[config.mk]
export PLATFORM = sky130hd
export DESIGN_NAME = recursive_mutex_with_wait_queue_core
export DESIGN_NICKNAME = d
export VERILOG_FILES = /design/src/rtl/core/rmwq_pkg.sv /design/src/rtl/core/rmwq_queue.sv /design/src/rtl/core/recursive_mutex_with_wait_queue_core.sv
export VERILOG_INCLUDE_DIRS = /design/src /design/src/rtl/core
export SDC_FILE = /design/constraint.sdc
export NUM_CORES = 1
export LEC_CHECK = 0
export BUFFER_PORTS_ARGS = -buffer_cell sky130_fd_sc_hd__buf_2
export CORE_ASPECT_RATIO = 1.75
export CORE_MARGIN = 2
export CORE_UTILIZATION = 60
export CTS_CLUSTER_SIZE = 24
export DETAILED_ROUTE_END_ITERATION = 16
export HOLD_SLACK_MARGIN = 0.05
export PLACE_DENSITY = 0.79
export SETUP_SLACK_MARGIN = 0.15
export SYNTH_ARGS = -nofsm -noshare
export SYNTH_HDL_FRONTEND = slang
export SYNTH_HIERARCHICAL = 1
export SYNTH_SLANG_ARGS = --single-unit
[constraint.sdc]
create_clock -name clk_i -period 4.3 [get_ports clk_i]
set_input_delay 0.215 -clock clk_i [delete_from_list [all_inputs] [get_ports clk_i]]
set_output_delay 0.215 -clock clk_i [all_outputs]
set_load 0.005 [all_outputs]
[src/rtl/core/assert_macros.svh]
// Assertion helpers shared by the core RTL.
`ifndef ASSERT_MACROS_SVH
`define ASSERT_MACROS_SVH

// Checked on every rising clk_i edge, masked while rst_ni is low.
`define ASSERT_CLK(lbl, prop, msg) \
  lbl: assert property (@(posedge clk_i) disable iff (!rst_ni) (prop)) else $error(msg);

// Checked on every rising clk_i edge, reset included.
`define ASSERT_ALWAYS(lbl, prop, msg) \
  lbl: assert property (@(posedge clk_i) (prop)) else $error(msg);

`endif

[src/rtl/core/rmwq_pkg.sv]
package rmwq_pkg;

  localparam int THREAD_W  = 8;
  localparam int STATUS_W  = 4;
  localparam int COUNT_W   = 8;
  localparam int WAITERS_W = 4;

  localparam logic [COUNT_W-1:0] COUNT_MAX = 8'd255;

  localparam logic KIND_LOCK   = 1'b0;
  localparam logic KIND_UNLOCK = 1'b1;

  typedef enum logic [STATUS_W-1:0] {
    ST_ACQUIRED    = 4'd0,
    ST_NESTED      = 4'd1,
    ST_QUEUED      = 4'd2,
    ST_QUEUE_FULL  = 4'd3,
    ST_STILL_HELD  = 4'd4,
    ST_FREED       = 4'd5,
    ST_HANDED_OVER = 4'd6,
    ST_NOT_LOCKED  = 4'd7,
    ST_NOT_OWNER   = 4'd8,
    ST_OVERFLOW    = 4'd9
  } status_e;

  // Queue commands from the lock logic.
  typedef struct packed {
    logic push;
    logic pop;
  } q_ctl_t;

  // Queue occupancy flags back to the lock logic.
  typedef struct packed {
    logic full;
    logic nonempty;
  } q_flags_t;

endpackage

[src/rtl/core/rmwq_queue.sv]
module rmwq_queue #(
  parameter int QUEUE_DEPTH = 8,
  parameter int ID_W        = 8
) (
  input  logic                             clk_i,
  input  logic                             rst_ni,
  input  rmwq_pkg::q_ctl_t                 ctl_i,
  input  logic [ID_W-1:0]                  push_id_i,
  output logic [ID_W-1:0]                  head_id_o,
  output logic [$clog2(QUEUE_DEPTH+1)-1:0] used_o,
  output rmwq_pkg::q_flags_t               flags_o
);

  localparam int PtrW  = (QUEUE_DEPTH > 1) ? $clog2(QUEUE_DEPTH) : 1;
  localparam int UsedW = $clog2(QUEUE_DEPTH + 1);
  localparam logic [PtrW-1:0]  PtrLast = PtrW'(QUEUE_DEPTH - 1);
  localparam logic [UsedW-1:0] UsedMax = UsedW'(QUEUE_DEPTH);

  logic [ID_W-1:0]  mem [QUEUE_DEPTH];
  logic [PtrW-1:0]  head_q, head_d, tail_q, tail_d;
  logic [UsedW-1:0] used_q, used_d;
  logic [ID_W-1:0]  head_data_q;

  always_comb begin
    head_d = head_q;
    tail_d = tail_q;
    used_d = used_q;
    if (ctl_i.push) begin
      tail_d = (tail_q == PtrLast) ? '0 : tail_q + 1'b1;
      used_d = used_q + 1'b1;
    end
    if (ctl_i.pop) begin
      head_d = (head_q == PtrLast) ? '0 : head_q + 1'b1;
      used_d = used_q - 1'b1;
    end
  end

  always_ff @(posedge clk_i or negedge rst_ni) begin
    if (!rst_ni) begin
      head_q <= '0;
      tail_q <= '0;
      used_q <= '0;
    end else begin
      head_q <= head_d;
      tail_q <= tail_d;
      used_q <= used_d;
    end
  end

  // Registered read of the next head; bypass when the push lands there.
  always_ff @(posedge clk_i) begin
    if (ctl_i.push) begin
      mem[tail_q] <= push_id_i;
    end
    if (ctl_i.push && (tail_q == head_d)) begin
      head_data_q <= push_id_i;
    end else begin
      head_data_q <= mem[head_d];
    end
  end

  assign head_id_o        = head_data_q;
  assign used_o           = used_q;
  assign flags_o.full     = (used_q == UsedMax);
  assign flags_o.nonempty = (used_q != '0);

  `include "assert_macros.svh"

  `ASSERT_CLK(a_no_push_full, ctl_i.push |-> !flags_o.full, "push into full queue")
  `ASSERT_CLK(a_no_pop_empty, ctl_i.pop |-> flags_o.nonempty, "pop from empty queue")
  `ASSERT_CLK(a_used_bound, used_q <= UsedMax, "queue count beyond depth")

endmodule

[src/rtl/core/recursive_mutex_with_wait_queue_core.sv]
// Channel   Handshake                    Fields
// request   start && !busy               kind_i, thread_id_i
// result    result_valid_o, one cycle    status_o, owner_valid_o, owner_id_o,
//                                        nest_count_o, waiters_o
//
// One request per cycle, back to back; busy never rises.
// A request goes through the request register, then one pass of owner
// compare, count update and queue pointer update into the result register.
// That state update loop sets the rate of one request per clock.
// Reset clears owner, count, queue pointers and valids; queue entries are
// not cleared and take no pass. The receiver cannot stall: each result
// shows for exactly one cycle.
module recursive_mutex_with_wait_queue_core #(
  parameter int QUEUE_DEPTH = 8,
  parameter int ID_BITS     = 8
) (
  input  logic                           clk_i,
  input  logic                           rst_ni,
  input  logic                           start,
  output logic                           busy,
  input  logic                           kind_i,
  input  logic [rmwq_pkg::THREAD_W-1:0]  thread_id_i,
  output logic                           result_valid_o,
  output logic [rmwq_pkg::STATUS_W-1:0]  status_o,
  output logic                           owner_valid_o,
  output logic [rmwq_pkg::THREAD_W-1:0]  owner_id_o,
  output logic [rmwq_pkg::COUNT_W-1:0]   nest_count_o,
  output logic [rmwq_pkg::WAITERS_W-1:0] waiters_o
);

  // Only the low ID_BITS of an id count; the port caps it at 8 bits.
  localparam int IdW   = (ID_BITS < rmwq_pkg::THREAD_W) ? ID_BITS : rmwq_pkg::THREAD_W;
  localparam int UsedW = $clog2(QUEUE_DEPTH + 1);

  // request register
  logic           in_valid_q;
  logic           kind_q;
  logic [IdW-1:0] id_q;

  // mutex state
  logic                         holder_valid_q, holder_valid_d;
  logic [IdW-1:0]               holder_q, holder_d;
  logic [rmwq_pkg::COUNT_W-1:0] count_q, count_d;

  // queue
  rmwq_pkg::q_ctl_t   q_ctl;
  rmwq_pkg::q_flags_t q_flags;
  logic [IdW-1:0]     q_head_id;
  logic [UsedW-1:0]   q_used, used_after;

  rmwq_pkg::status_e status;

  // result register
  logic                         res_valid_q;
  rmwq_pkg::status_e            res_status_q;
  logic                         res_owner_valid_q;
  logic [IdW-1:0]               res_owner_q;
  logic [rmwq_pkg::COUNT_W-1:0] res_count_q;
  logic [UsedW-1:0]             res_used_q;

  assign busy = 1'b0;

  always_ff @(posedge clk_i or negedge rst_ni) begin
    if (!rst_ni) begin
      in_valid_q <= 1'b0;
    end else begin
      in_valid_q <= start && !busy;
    end
  end

  always_ff @(posedge clk_i) begin
    if (start && !busy) begin
      kind_q <= kind_i;
      id_q   <= IdW'(thread_id_i);
    end
  end

  rmwq_queue #(
    .QUEUE_DEPTH(QUEUE_DEPTH),
    .ID_W       (IdW)
  ) u_queue (
    .clk_i    (clk_i),
    .rst_ni   (rst_ni),
    .ctl_i    (q_ctl),
    .push_id_i(id_q),
    .head_id_o(q_head_id),
    .used_o   (q_used),
    .flags_o  (q_flags)
  );

  // Lock / unlock decision; priority order follows the checks below.
  always_comb begin
    holder_valid_d = holder_valid_q;
    holder_d       = holder_q;
    count_d        = count_q;
    q_ctl          = '0;
    status         = rmwq_pkg::ST_ACQUIRED;
    if (kind_q == rmwq_pkg::KIND_LOCK) begin
      priority if (!holder_valid_q) begin
        holder_valid_d = 1'b1;
        holder_d       = id_q;
        count_d        = 8'd1;
        status         = rmwq_pkg::ST_ACQUIRED;
      end else if (holder_q == id_q) begin
        if (count_q >= rmwq_pkg::COUNT_MAX) begin
          status = rmwq_pkg::ST_OVERFLOW;
        end else begin
          count_d = count_q + 1'b1;
          status  = rmwq_pkg::ST_NESTED;
        end
      end else if (q_flags.full) begin
        status = rmwq_pkg::ST_QUEUE_FULL;
      end else begin
        q_ctl.push = 1'b1;
        status     = rmwq_pkg::ST_QUEUED;
      end
    end else begin
      priority if (!holder_valid_q) begin
        status = rmwq_pkg::ST_NOT_LOCKED;
      end else if (holder_q != id_q) begin
        status = rmwq_pkg::ST_NOT_OWNER;
      end else if (count_q > 8'd1) begin
        count_d = count_q - 1'b1;
        status  = rmwq_pkg::ST_STILL_HELD;
      end else if (q_flags.nonempty) begin
        // direct hand-over to the oldest waiter
        q_ctl.pop = 1'b1;
        holder_d  = q_head_id;
        count_d   = 8'd1;
        status    = rmwq_pkg::ST_HANDED_OVER;
      end else begin
        holder_valid_d = 1'b0;
        holder_d       = '0;
        count_d        = '0;
        status         = rmwq_pkg::ST_FREED;
      end
    end
    // idle cycles leave everything alone
    if (!in_valid_q) begin
      holder_valid_d = holder_valid_q;
      holder_d       = holder_q;
      count_d        = count_q;
      q_ctl          = '0;
    end
  end

  assign used_after = q_used + UsedW'(q_ctl.push) - UsedW'(q_ctl.pop);

  always_ff @(posedge clk_i or negedge rst_ni) begin
    if (!rst_ni) begin
      holder_valid_q <= 1'b0;
      holder_q       <= '0;
      count_q        <= '0;
      res_valid_q    <= 1'b0;
    end else begin
      holder_valid_q <= holder_valid_d;
      holder_q       <= holder_d;
      count_q        <= count_d;
      res_valid_q    <= in_valid_q;
    end
  end

  // A free mutex always has holder and count at zero, so no masking needed.
  always_ff @(posedge clk_i) begin
    if (in_valid_q) begin
      res_status_q      <= status;
      res_owner_valid_q <= holder_valid_d;
      res_owner_q       <= holder_d;
      res_count_q       <= count_d;
      res_used_q        <= used_after;
    end
  end

  assign result_valid_o = res_valid_q;
  assign status_o       = res_status_q;
  assign owner_valid_o  = res_owner_valid_q;
  assign owner_id_o     = rmwq_pkg::THREAD_W'(res_owner_q);
  assign nest_count_o   = res_count_q;
  assign waiters_o      = rmwq_pkg::WAITERS_W'(res_used_q);

  `include "assert_macros.svh"

  `ASSERT_CLK(a_res_follows_req, result_valid_o |-> $past(in_valid_q),
      "result beat without request")
  `ASSERT_CLK(a_held_count_nonzero, holder_valid_q |-> (count_q != '0),
      "held mutex with zero count")
  `ASSERT_CLK(a_free_is_clean, !holder_valid_q |-> (holder_q == '0 && count_q == '0),
      "free mutex keeps owner or count")
  `ASSERT_ALWAYS(a_busy_low, !busy, "busy raised")

endmodule
==> summary.txt, run 1 <==
Critical path
  • Crit path required time: 4580 ps
  • Crit path arrival time: between 3000 and 4000 ps
  • CP startpoint: id_q[2]
  • Worst path cell trace: xnor2_1, and4_1, nand3_1, nor3_4, buf_4, ha_1, a211oi_1, or4_1, nand4_1
  • Critical path class: flip-flop to flip-flop
  • Worst-path maximum fanout: 16
  • Worst reg2reg path startpoint: id_q[2]
  • Crit end category: flip-flop
  • Crit path launch type: flip-flop
  • Critical-path top delay cell: edfxtp_1
  • CP peak stage delay: ~540 ps

Power
  • PD cells: 556.3 mW/mm2
  • Pleak: around 2.6 nW
  • VDD IR-drop max: around 0.45 mV

STA
  • Crit share post-route: about three quarters
  • Setup TNS: 0 ps
  • Layout Skew: 8.076 ps
  • Tightest Pin Transition: 1145 ps
  • FMAX: 311.5 MHz
  • Final Critical Period: about 3200 ps
  • Final hold vios: 0
  • Final Max Slew Viols: 0
  • Unrepaired setup endpoints after global routing: false
  • Number of setup violations in the final report: 0
  • Slew HR: 23.36%
  • Final hold slack: 380.3 ps
  • Setup ws final: 1089 ps

CTS
  • Clk Latency, worst-skew pair: 420 ps
  • CTS Buf Count: 17
  • Clock Pin Slew Worst Setup and Hold Paths: 50 ps
  • CTS root buf: clkbuf_16
  • Clock buffer depth: 2
  • Clock sinks: 130
  • Resize count post-CTS: 0
  • Htree depth: 4
  • CTS tree: built

Logic synthesis
  • Seq/Total Area, Yosys: 63.63%
  • Ys async rst share: 22.31%
  • Commonest cells in the netlist: edfxtp_1 (98), nor2_1 (36), dfrtp_1 (29), nand2_1 (19), inv_1 (18)
  • Synthesized area: slightly below 0.006 mm2
  • Yosys Warn Count: 6
  • Synth Area in XOR/XNOR: roughly 1.9%
  • Post-synth EDFFs: 98
  • Register bit total from synthesis: 130
  • Post-synth cell types: 57
  • Synthesized area per cell: 14.83 um2
  • Largest family of logic cells by synthesized area: multiplexers
  • Synth Area in Simple Gates: between 10% and 20%
  • Main synth FF type: edfxtp_1
  • Post-synthesis mux area share: 11.15%
  • Mapped Cells: 395
  • Post-Syn Nets: 422
  • Cell accounting for the most synthesized area: edfxtp_1
  • Adder-cell area share of the yosys netlist: 3.459%
  • Most frequent cell after synthesis: edfxtp_1
  • Ranking of synthesized cells by area: edfxtp_1 (50%), dfrtp_1 (12%), mux4_1 (6.7%), ha_1 (2.8%), mux2_2 (2.5%)
  • Post-synth top area share: about half
  • Compound-Gate Fraction of Synth Area: 6.577%

Route
  • Wire per inst: 21.03 um
  • Antenna viol nets, final: 0
  • 1st-pass router iterations: 5
  • Residual DRC: 0
  • Initial DRC count: 258
  • Final WL: 12330 um
  • Post-DR vias/cell: 6.247
  • Vias: roughly 3.7k

Place
  • Setup slack at placement: 1150 ps
  • Area after DPL: 0.006133 mm2
  • Placed insts: 543
  • PortBufs: 37
  • Gpl congestion: 0.9297
  • Dpl hpwl: roughly 8000 um

Die
  • I/O pin count: 39
  • Die height: 134.7 um
  • Full die area: 0.01060 mm2
  • Core box area: 0.009468 mm2
  • Initial Util: 61.89%
  • Cell Rows: 47
  • Width of the die: 78.70 um

Global route
  • First-pass GRT wire length: roughly 19000 um
  • GRT overflow: 0
  • Global Route met1 Usage: a little over a quarter
  • Total GRT Usage: roughly a quarter
  • Via count of the first global-routing pass: 3837
  • GRT met2 Usage: approximately 44%
  • Met3 Use GR: between 6 and 7%
  • Initial antenna violation count: 0
  • GRT Max-Usage Layer: met2
  • Largest net degree at the start of global routing: 39

Final layout
  • Post-route cell area: between 0.006 and 0.007 mm2
  • Share of cells above drive strength 1: 20.69%
  • Area Growth Syn to Fin: 15.84%
  • Layout Nets: between 400 and 500
  • ANT cells: 0
  • Finished Layout Cells: 586

Min path
  • Hold Crit Class: input port to asynchronous set/reset pin

Flow run
  • Max-Cap Viols: 0

Run status
  • Status: complete, no violations
==> per-stage QoR <==
| stage | total power [mW] | utilization [%] |
|---|---|---|
| after floorplan | 2.259 | - |
| after global placement | 2.434 | 64.78 |
| after detailed placement | 2.467 | 64.78 |
| after CTS | 3.796 | 71.69 |
| after global routing | 3.954 | 71.69 |
| final | 3.776 | 71.69 |
==> critical path: cells and delay by family, from the launching register on <==
kind | cells | cell delay [ps]
and+or+nand+nor | 5 | 1330
DFF | 1 | 540
AOI/OAI and AO/OA | 1 | 380
xor gates and xnor gates | 1 | 290
buffers and inverters | 1 | 280
adders and majority gates | 1 | 260
==> cell type report <==
cell class	count	area, um2
clock buffers	17	425.4
clock inverters	15	118.9
fillers	600	2680
inverters	18	67.56
multi-input cells	230	1954
flip-flops and latches	130	3729
well taps	122	152.6
repair buffers	54	340.3
==> state kept, by name, summed over array words and instances (netlist names), 3 cells and up, named ones only <==
name and count:
nest_count_o 8, status_o 4, u_queue/head_q 3, u_queue/used_o 4
holder_q 8, owner_id_o 8, u_queue/mem 64, u_queue/tail_q 3
waiters_o 4, id_q 8, count_q 8
==> logic make-up after synthesis <==
| logic type | Yosys count |
|---|---|
| AO/OA/AOI/OAI | 52 |
| XOR/XNOR | 13 |
| adder cells (fa/ha/maj) | 15 |
| buffers and inverters | 35 |
| flip-flops | 130 |
| multiplexers | 38 |
| other | 1 |
| AND/OR/NAND/NOR | 111 |
==> layout by cell type, fill, tap and decap left out, types with 4 or more instances in the layout <==
cell / netlist / routed
dlygate4sd3_1: 0 / 11
a21oi_1: 9 / 9
nand4_1: 5 / 5
ha_1: 13 / 13
nand2_1: 19 / 19
a221o_1: 9 / 9
inv_1: 18 / 18
buf_2: 2 / 37
mux2_2: 13 / 13
nor2_1: 36 / 36
buf_4: 1 / 6
mux4_1: 15 / 15
dfrtp_1: 29 / 29
mux2i_1: 9 / 9
edfxtp_1: 98 / 98
clkinv_2: 0 / 4
nor4_1: 7 / 7
o21ai_0: 13 / 13
nor3_1: 9 / 9
clkbuf_16: 0 / 17
nand3_1: 7 / 7
xnor2_1: 12 / 12
==> worst paths after layout <==
| check | to | slack [ps] | cells past startpoint |
|---|---|---|---|
| setup / recovery | u_queue/used_o[3] | 1090 | 9 |
| hold / removal | u_queue/used_o[1] | 380 | 2 |
| setup reg to reg | u_queue/used_o[3] | 1090 | 9 |
| hold reg to reg | flip-flop | 540 | 1 |
| max in group asynchronous | holder_q[6] | 3470 | 2 |
| min in group clk_i | id_q[7] | 510 | 2 |
==> power by group <==
part,internal (mW),switching [mW]
Combinational,0.327,0.364
Clock,0.785,0.522
Sequential,1.59,0.194
Total,2.70,1.08
==> what timing repair did <==
action	CTS	global route
buffers inserted	0	0
setup endpoints to repair	0	0
endpoints found under the hold margin	39	0
hold buffers	11	0
==> per-layer routing <==
metal  vias up  share of wire (%)
li1       1645                  -
met1      1816                 37
met3        44                4.3
met4         0                4.4
met5         -                  0
met2       156                 54
Power figures use the tool's default switching activity.
==> inputs of run 2 (changes only) <==
==> constraint.sdc (replaced) <==
create_clock -name clk_i -period 3.28 [get_ports clk_i]
set_input_delay 0.164 -clock clk_i [delete_from_list [all_inputs] [get_ports clk_i]]
set_output_delay 0.164 -clock clk_i [all_outputs]
set_load 0.005 [all_outputs]
==> run 2 against run 1 <==
Net effect:
- clock power up 47%
- die area is the same
- non-clock buffer count increased by 5
- hold slack got worse by 28 ps
- count of clock-buffer cells in the layout unchanged
- total power rose by 37%
- cell count rose by 0.85%
- global-route usage grew 0.19 points
- critical path type unchanged
- final area grew 1.5%
- sequential power grew 30%
- sequential share of layout area is 0.81 points lower
==> summary.txt, run 2 (same netlist as run 1, synthesis figures left out) <==
Final layout
  • Share of cells above drive strength 1: 22.17% (+1.5 points)
  • Area Growth Syn to Fin: 17.57%
  • Max FFs per register: 64 (unchanged)
  • Fillers: 616 (+2.7%)
  • Leading cell type in the layout, fill and taps excluded: edfxtp_1
  • Final core occ: 72.76% (+1.1 points)
  • Largest register by flop count: u_queue/mem
  • Most frequent cells in the layout: edfxtp_1 (98), buf_2 (37), nor2_1 (36), dfrtp_1 (29), nand2_1 (19)
  • Layout Nets: 483 (+1.0%)
  • ANT cells: 0 (unchanged)

STA
  • Final Critical Period: 2908 ps (-302.5 ps)
  • Final Max Slew Viols: 0 (unchanged)
  • Layout Skew: 10.85 ps (+2.772 ps)
  • Setup TNS: 0 ps (unchanged)
  • Tightest Pin Transition: 941.5 ps (-203.9 ps)
  • Unrepaired setup endpoints after global routing: false
  • Final hold slack: 352.6 ps (-27.78 ps)
  • FMAX: 343.9 MHz (+10%)
  • Final hold vios: 0 (unchanged)
  • Crit share post-route: 88.66% (+14 points)
  • Slew HR: 37.00% (+14 points)
  • Number of setup violations in the final report: 0 (unchanged)

Critical path
  • Cell family with most CP delay: simple AND/OR/NAND/NOR gates
  • R2R setup slack: 370 ps (-720 ps)
  • Worst reg2reg path startpoint: id_q[1]
  • Worst path cell trace: xnor2_1, and4_1, nand3_1, nor3_4, buf_4, ha_1, a211oi_1, or4_1, nand4_1
  • CP Buf/Inv Count: 1 (unchanged)
  • Critical-path top delay cell: edfxtp_1
  • Critical path class: flip-flop to flip-flop
  • Worst-path maximum fanout: 16 (unchanged)
  • Crit end category: flip-flop
  • Crit path required time: 3570 ps (-1010 ps)
  • Crit path arrival time: 3200 ps (-290 ps)
  • Crit path launch type: flip-flop
  • Reg-to-Reg End: u_queue/used_o[3]
  • CP peak stage delay: 550 ps (about the same)
  • Worst R2R Path Depth: 9 (unchanged)

Power
  • Pleak: 2.621 nW (+1.9%)
  • VDD IR-drop max: 0.5969 mV (+33%)
  • PD cells: 750.7 mW/mm2 (+35%)
  • Total power draw: 5.172 mW (+37%)

Die
  • Cell Rows: 47 (unchanged)
  • Initial Util: 61.89% (unchanged)
  • Full die area: 0.01060 mm2 (unchanged)
  • I/O pin count: 39 (unchanged)
  • Core box area: 0.009468 mm2 (unchanged)
  • Die height: 134.7 um (unchanged)
  • Width of the die: 78.70 um (unchanged)

Place
  • Gpl congestion: 0.9201 (-1.0%)
  • PortBufs: 37 (unchanged)
  • Dpl hpwl: 8186 um (+3.5%)

Route
  • Vias: 3666 (+0.14%)
  • Residual DRC: 0 (unchanged)
  • Wire per inst: 21.04 um (about the same)
  • Post-DR vias/cell: 6.203 (-0.71%)
  • Antenna viol nets, final: 0 (unchanged)
  • Final WL: 12440 um (+0.91%)
  • 1st-pass router iterations: 5 (unchanged)
  • Initial DRC count: 242 (-6.2%)

Run status
  • Status: complete, no violations

CTS
  • Resize count post-CTS: 0 (unchanged)
  • CTS Buf Count: 17 (unchanged)
  • Clock sinks: 130 (unchanged)
  • CTS tree: built
  • CTS root buf: clkbuf_16
  • Htree depth: 4 (unchanged)
  • Clock Pin Slew Worst Setup and Hold Paths: 60 ps (about the same)
  • Clk Latency, worst-skew pair: 430 ps (about the same)
  • Clock buffer depth: 2 (unchanged)

Min path
  • Hold Crit Class: input port to asynchronous set/reset pin

Global route
  • First-pass GRT wire length: 19490 um (+1.3%)
  • Initial antenna violation count: 0 (unchanged)
  • GRT overflow: 0 (unchanged)
  • Via count of the first global-routing pass: 3829 (-0.21%)
  • Largest net degree at the start of global routing: 39 (unchanged)
  • Total GRT Usage: 25.26% (+0.19 points)

Flow run
  • Max-Cap Viols: 0 (unchanged)
-- run 2: cell count changes in the layout (fill, tap and decap cells not counted) --
cell        delta
inv_6          +2
clkinv_2       -2
clkinv_1       -3
clkinvlp_4     +1
buf_4          +5
bufinv_16      +2
-- run 2: metrics by stage --
step | instances | instance area [um2] | worst slack (ps)
after floorplan | 395 | 5859 | 96.51
after global placement | 548 | 6171 | 529.0
after detailed placement | 548 | 6171 | 445.3
after CTS | 591 | 6889 | 411.8
after global routing | 591 | 6889 | 206.7
final | 591 | 6889 | 371.9
-- run 2: timing repair --
action | 4_1_cts | 5_1_grt
hold buffers | 11 | 0
hold endpoints to repair | 39 | 0
setup buffers | 0 | 0
-- run 2: routing by layer --
metal | vias to the layer above | track usage [%] | routed length [um]
met1 | 1830 | 25.95 | 4503
met3 | 42 | 5.348 | 424
met2 | 132 | 45.63 | 6992
met5 | - | 0 | 0
met4 | 0 | 15.98 | 517
li1 | 1662 | - | -
-- run 2: report_power, final --
part           total [mW]  internal [mW]  switching, mW  leakage [nW]
clock network        1.93           1.20          0.731         0.286
logic               0.926          0.435          0.492          1.03
registers            2.31           2.08          0.237          1.31
-- run 2: how the worst max path moves through the flow --
stage                     startpoint                end  slack (ps)  depth (start not counted)
after global routing         id_q[1]  u_queue/used_o[2]         210                          9
after CTS                    id_q[1]  u_queue/used_o[3]         410                          9
final                        id_q[1]  u_queue/used_o[3]         370                          9
after global placement    count_q[4]       waiters_o[1]         530                         10
after detailed placement     id_q[1]  u_queue/used_o[3]         450                          9
after floorplan           count_q[4]       waiters_o[1]         100                         12
-- run 2: final cells by class --
class | instances | area (um2) | area share [%]
Clock buffer | 17 | 425.4 | 6.175
Clock inverter | 15 | 182.7 | 2.652
Inverter | 18 | 67.56 | 0.9807
Multi-Input combinational cell | 230 | 1954 | 28.37
Sequential cell | 130 | 3729 | 54.12
Tap cell | 122 | 152.6 | 2.216
Timing Repair Buffer | 59 | 377.9 | 5.485
==> inputs of run 3 (changes only) <==
--- a/config.mk
+++ b/config.mk
@@ -9,11 +9,10 @@
 export BUFFER_PORTS_ARGS = -buffer_cell sky130_fd_sc_hd__buf_2
 export CORE_ASPECT_RATIO = 1.75
 export CORE_MARGIN = 2
-export CORE_UTILIZATION = 60
+export CORE_UTILIZATION = 35
 export CTS_CLUSTER_SIZE = 24
 export DETAILED_ROUTE_END_ITERATION = 16
 export HOLD_SLACK_MARGIN = 0.05
-export PLACE_DENSITY = 0.79
 export SETUP_SLACK_MARGIN = 0.15
 export SYNTH_ARGS = -nofsm -noshare
 export SYNTH_HDL_FRONTEND = slang
==> constraint.sdc (replaced) <==
create_clock -name clk_i -period 2.55 [get_ports clk_i]
set_input_delay 0.1275 -clock clk_i [delete_from_list [all_inputs] [get_ports clk_i]]
set_output_delay 0.1275 -clock clk_i [all_outputs]
set_load 0.005 [all_outputs]
==> run 3 against run 2 <==
Net effect:
- maximum frequency increased by 8.6%
- largest power group unchanged
- the run now ends with setup timing left
- hold slack got worse by 38 ps
- routed wire length increased by 12%
- clock power increased by 24%
- count of clock-buffer cells in the layout increased by 2
- highest routed layer unchanged
- critical endpoint is now waiters_o[2]
- sequential share of layout area decreased by 4.5 points
- final area increased by 9.1%
- via count increased by 3.0%
==> summary.txt, run 3 (same netlist as run 1, synthesis figures left out) <==
Run status
  • Status: finished, violations left
  • Failing checks: setup timing

STA
  • Unrepaired setup endpoints after global routing: true
  • Layout Skew: 6.928 ps (-3.921 ps)
  • Setup TNS: -354.9 ps (-354.9 ps)
  • Final Max Slew Viols: 0 (unchanged)
  • FMAX: 373.5 MHz (+8.6%)
  • Crit share post-route: 105.0% (+16 points)
  • Final hold vios: 0 (unchanged)
  • Slew HR: 49.22% (+12 points)
  • Number of setup violations in the final report: 4 (+4)
  • Tightest Pin Transition: 761.8 ps (-179.7 ps)
  • Setup ws final: -127.3 ps (-499.2 ps)
  • Final hold slack: 314.2 ps (-38.39 ps)
  • Final Critical Period: 2677 ps (-230.8 ps)

Place
  • Area after DPL: 0.006626 mm2 (+7.4%)
  • Dpl hpwl: 9836 um (+20%)
  • Placed insts: 693 (+26%)
  • Setup slack at placement: -135.8 ps (-581.0 ps)
  • PortBufs: 37 (unchanged)
  • Gpl congestion: 0.9384 (+2.0%)

CTS
  • Clock sinks: 130 (unchanged)
  • CTS Buf Count: 17 (unchanged)
  • Clock Pin Slew Worst Setup and Hold Paths: 60 ps (about the same)
  • Clock buffer depth: 2 (unchanged)
  • CTS root buf: clkbuf_16
  • CTS tree: built
  • Clk Latency, worst-skew pair: 420 ps (about the same)
  • Htree depth: 4 (unchanged)

Power
  • Clock network power share: 34.3% (-3.0 points)
  • Logic pwr share: 24.7% (+6.8 points)
  • Sw power: 1.956 mW (+34%)
  • Total power draw: 6.956 mW (+35%)
  • Pleak: 2.889 nW (+10%)
  • VDD IR-drop max: 0.4246 mV (-29%)
  • Sw Share: 28.12% (-0.11 points)
  • Pint: 5.000 mW (+35%)
  • Sequential share of power: 40.9% (-3.9 points)
  • PD cells: 925.3 mW/mm2 (+23%)

Route
  • Post-DR vias/cell: 5.096 (-18%)
  • Initial DRC count: 182 (-25%)
  • Antenna viol nets, final: 0 (unchanged)
  • Vias: 3776 (+3.0%)
  • Wire per inst: 18.81 um (-11%)
  • Final WL: 13940 um (+12%)
  • 1st-pass router iterations: 4 (-1)
  • Residual DRC: 0 (unchanged)

Global route
  • Largest net degree at the start of global routing: 38 (-2.6%)
  • Initial antenna violation count: 0 (unchanged)
  • Via count of the first global-routing pass: 4045 (+5.6%)
  • Total GRT Usage: 16.85% (-8.4 points)
  • First-pass GRT wire length: 21940 um (+13%)
  • GRT overflow: 0 (unchanged)

Critical path
  • Reg-to-Reg End: waiters_o[2]
  • Worst reg2reg path startpoint: count_q[5]
  • Critical path class: flip-flop to flip-flop
  • Crit path required time: 2720 ps (-850 ps)
  • R2R setup slack: -130 ps (-500 ps)
  • Crit path arrival time: 2850 ps (-350 ps)
  • Crit end category: flip-flop
  • Crit path launch type: flip-flop
  • Worst-path maximum fanout: 2 (-14)
  • Worst R2R Path Depth: 10 (+1)

Final layout
  • Finished Layout Cells: 741 (+25%)
  • Final core occ: 45.93% (-27 points)
  • ANT cells: 0 (unchanged)
  • Most frequent cells in the layout: edfxtp_1 (98), buf_4 (59), buf_2 (37), nor2_1 (34), dfrtp_1 (29)
  • Largest register by flop count: u_queue/mem
  • Layout Nets: 533 (+10%)
  • Post-route cell area: 0.007517 mm2 (+9.1%)
  • Fillers: 1428 (+130%)
  • Register Area: 0.003729 mm2 (unchanged)
  • Area Growth Syn to Fin: 28.29%
  • Leading cell type in the layout, fill and taps excluded: edfxtp_1
  • Share of cells above drive strength 1: 33.27% (+11 points)
  • Max FFs per register: 64 (unchanged)
  • Multi-input gate area: 0.002103 mm2 (+7.6%)

Die
  • Core box area: 0.01637 mm2 (+73%)
  • Initial Util: 35.80% (-26 points)
  • Width of the die: 101.8 um (+29%)
  • Cell Rows: 62 (+32%)
  • I/O pin count: 39 (unchanged)
  • Die height: 175.2 um (+30%)
  • Full die area: 0.01783 mm2 (+68%)

Min path
  • Hold Crit Class: input port to asynchronous set/reset pin

Flow run
  • Max-Cap Viols: 0 (unchanged)
[run 3: changes by cell type in the layout (fill, tap and decap cells not counted), sizes merged]
| cell | change |
|---|---|
| buf | +50 |
| clkinv | +2 |
| inv | -3 |
| clkbuf | +2 |
| clkinvlp | -3 |
[run 3: worst max-delay path by stage]
| stage | start | to | slack, ps |
|---|---|---|---|
| floorplan | count_q[4] | waiters_o[1] | -630 |
| global placement | count_q[5] | waiters_o[1] | -110 |
| global route | count_q[5] | waiters_o[2] | -220 |
| detailed placement | id_q[7] | waiters_o[2] | -140 |
| finish | count_q[5] | waiters_o[2] | -130 |
| CTS | count_q[5] | waiters_o[2] | -130 |
[run 3: metal layers]
metal | wire length, um | GRT usage, % | up-vias
met5 | 0 | 0 | -
met4 | 483 | 9.009 | 0
met3 | 437 | 3.480 | 26
met2 | 8011 | 31.22 | 97
met1 | 5008 | 17.01 | 1894
li1 | - | - | 1759
[run 3: final cells by class]
class                   count  area share, %
repair buffers            109          10.17
clock buffers              19          5.759
well taps                 224          3.728
multi-input cells         230          27.98
flip-flops and latches    130          49.60
clock inverters            11          1.864
inverters                  18         0.8988
[run 3: power by group through the flow]
| stage | Combinational (mW) | Clock, mW | Sequential, mW |
|---|---|---|---|
| finish | 1.72 | 2.39 | 2.85 |
| global route | 1.90 | 2.51 | 2.89 |
| CTS | 1.66 | 2.43 | 2.85 |
| detailed placement | 1.57 | 0 | 2.88 |
| global placement | 1.51 | 0 | 2.87 |
| floorplan | 0.898 | 0 | 2.92 |
[run 3: worst max-delay path, stage by stage, from the launching register on]
cell	delay, ps
dfrtp_1	390
or4_4	560
nor3_4	210
nand2_4	80
nor3_4	200
ha_4	240
inv_2	70
ha_4	130
inv_2	30
fa_1	370
xnor2_1	130
[run 3: timing repair]
| item | CTS | global route |
|---|---|---|
| hold endpoints to repair | 39 | 0 |
| buffers inserted | 5 | 2 |
| resized for setup | 12 | 21 |
| hold buffers | 11 | 0 |
| setup endpoints to repair | 23 | 43 |
| pin swaps | 5 | 9 |
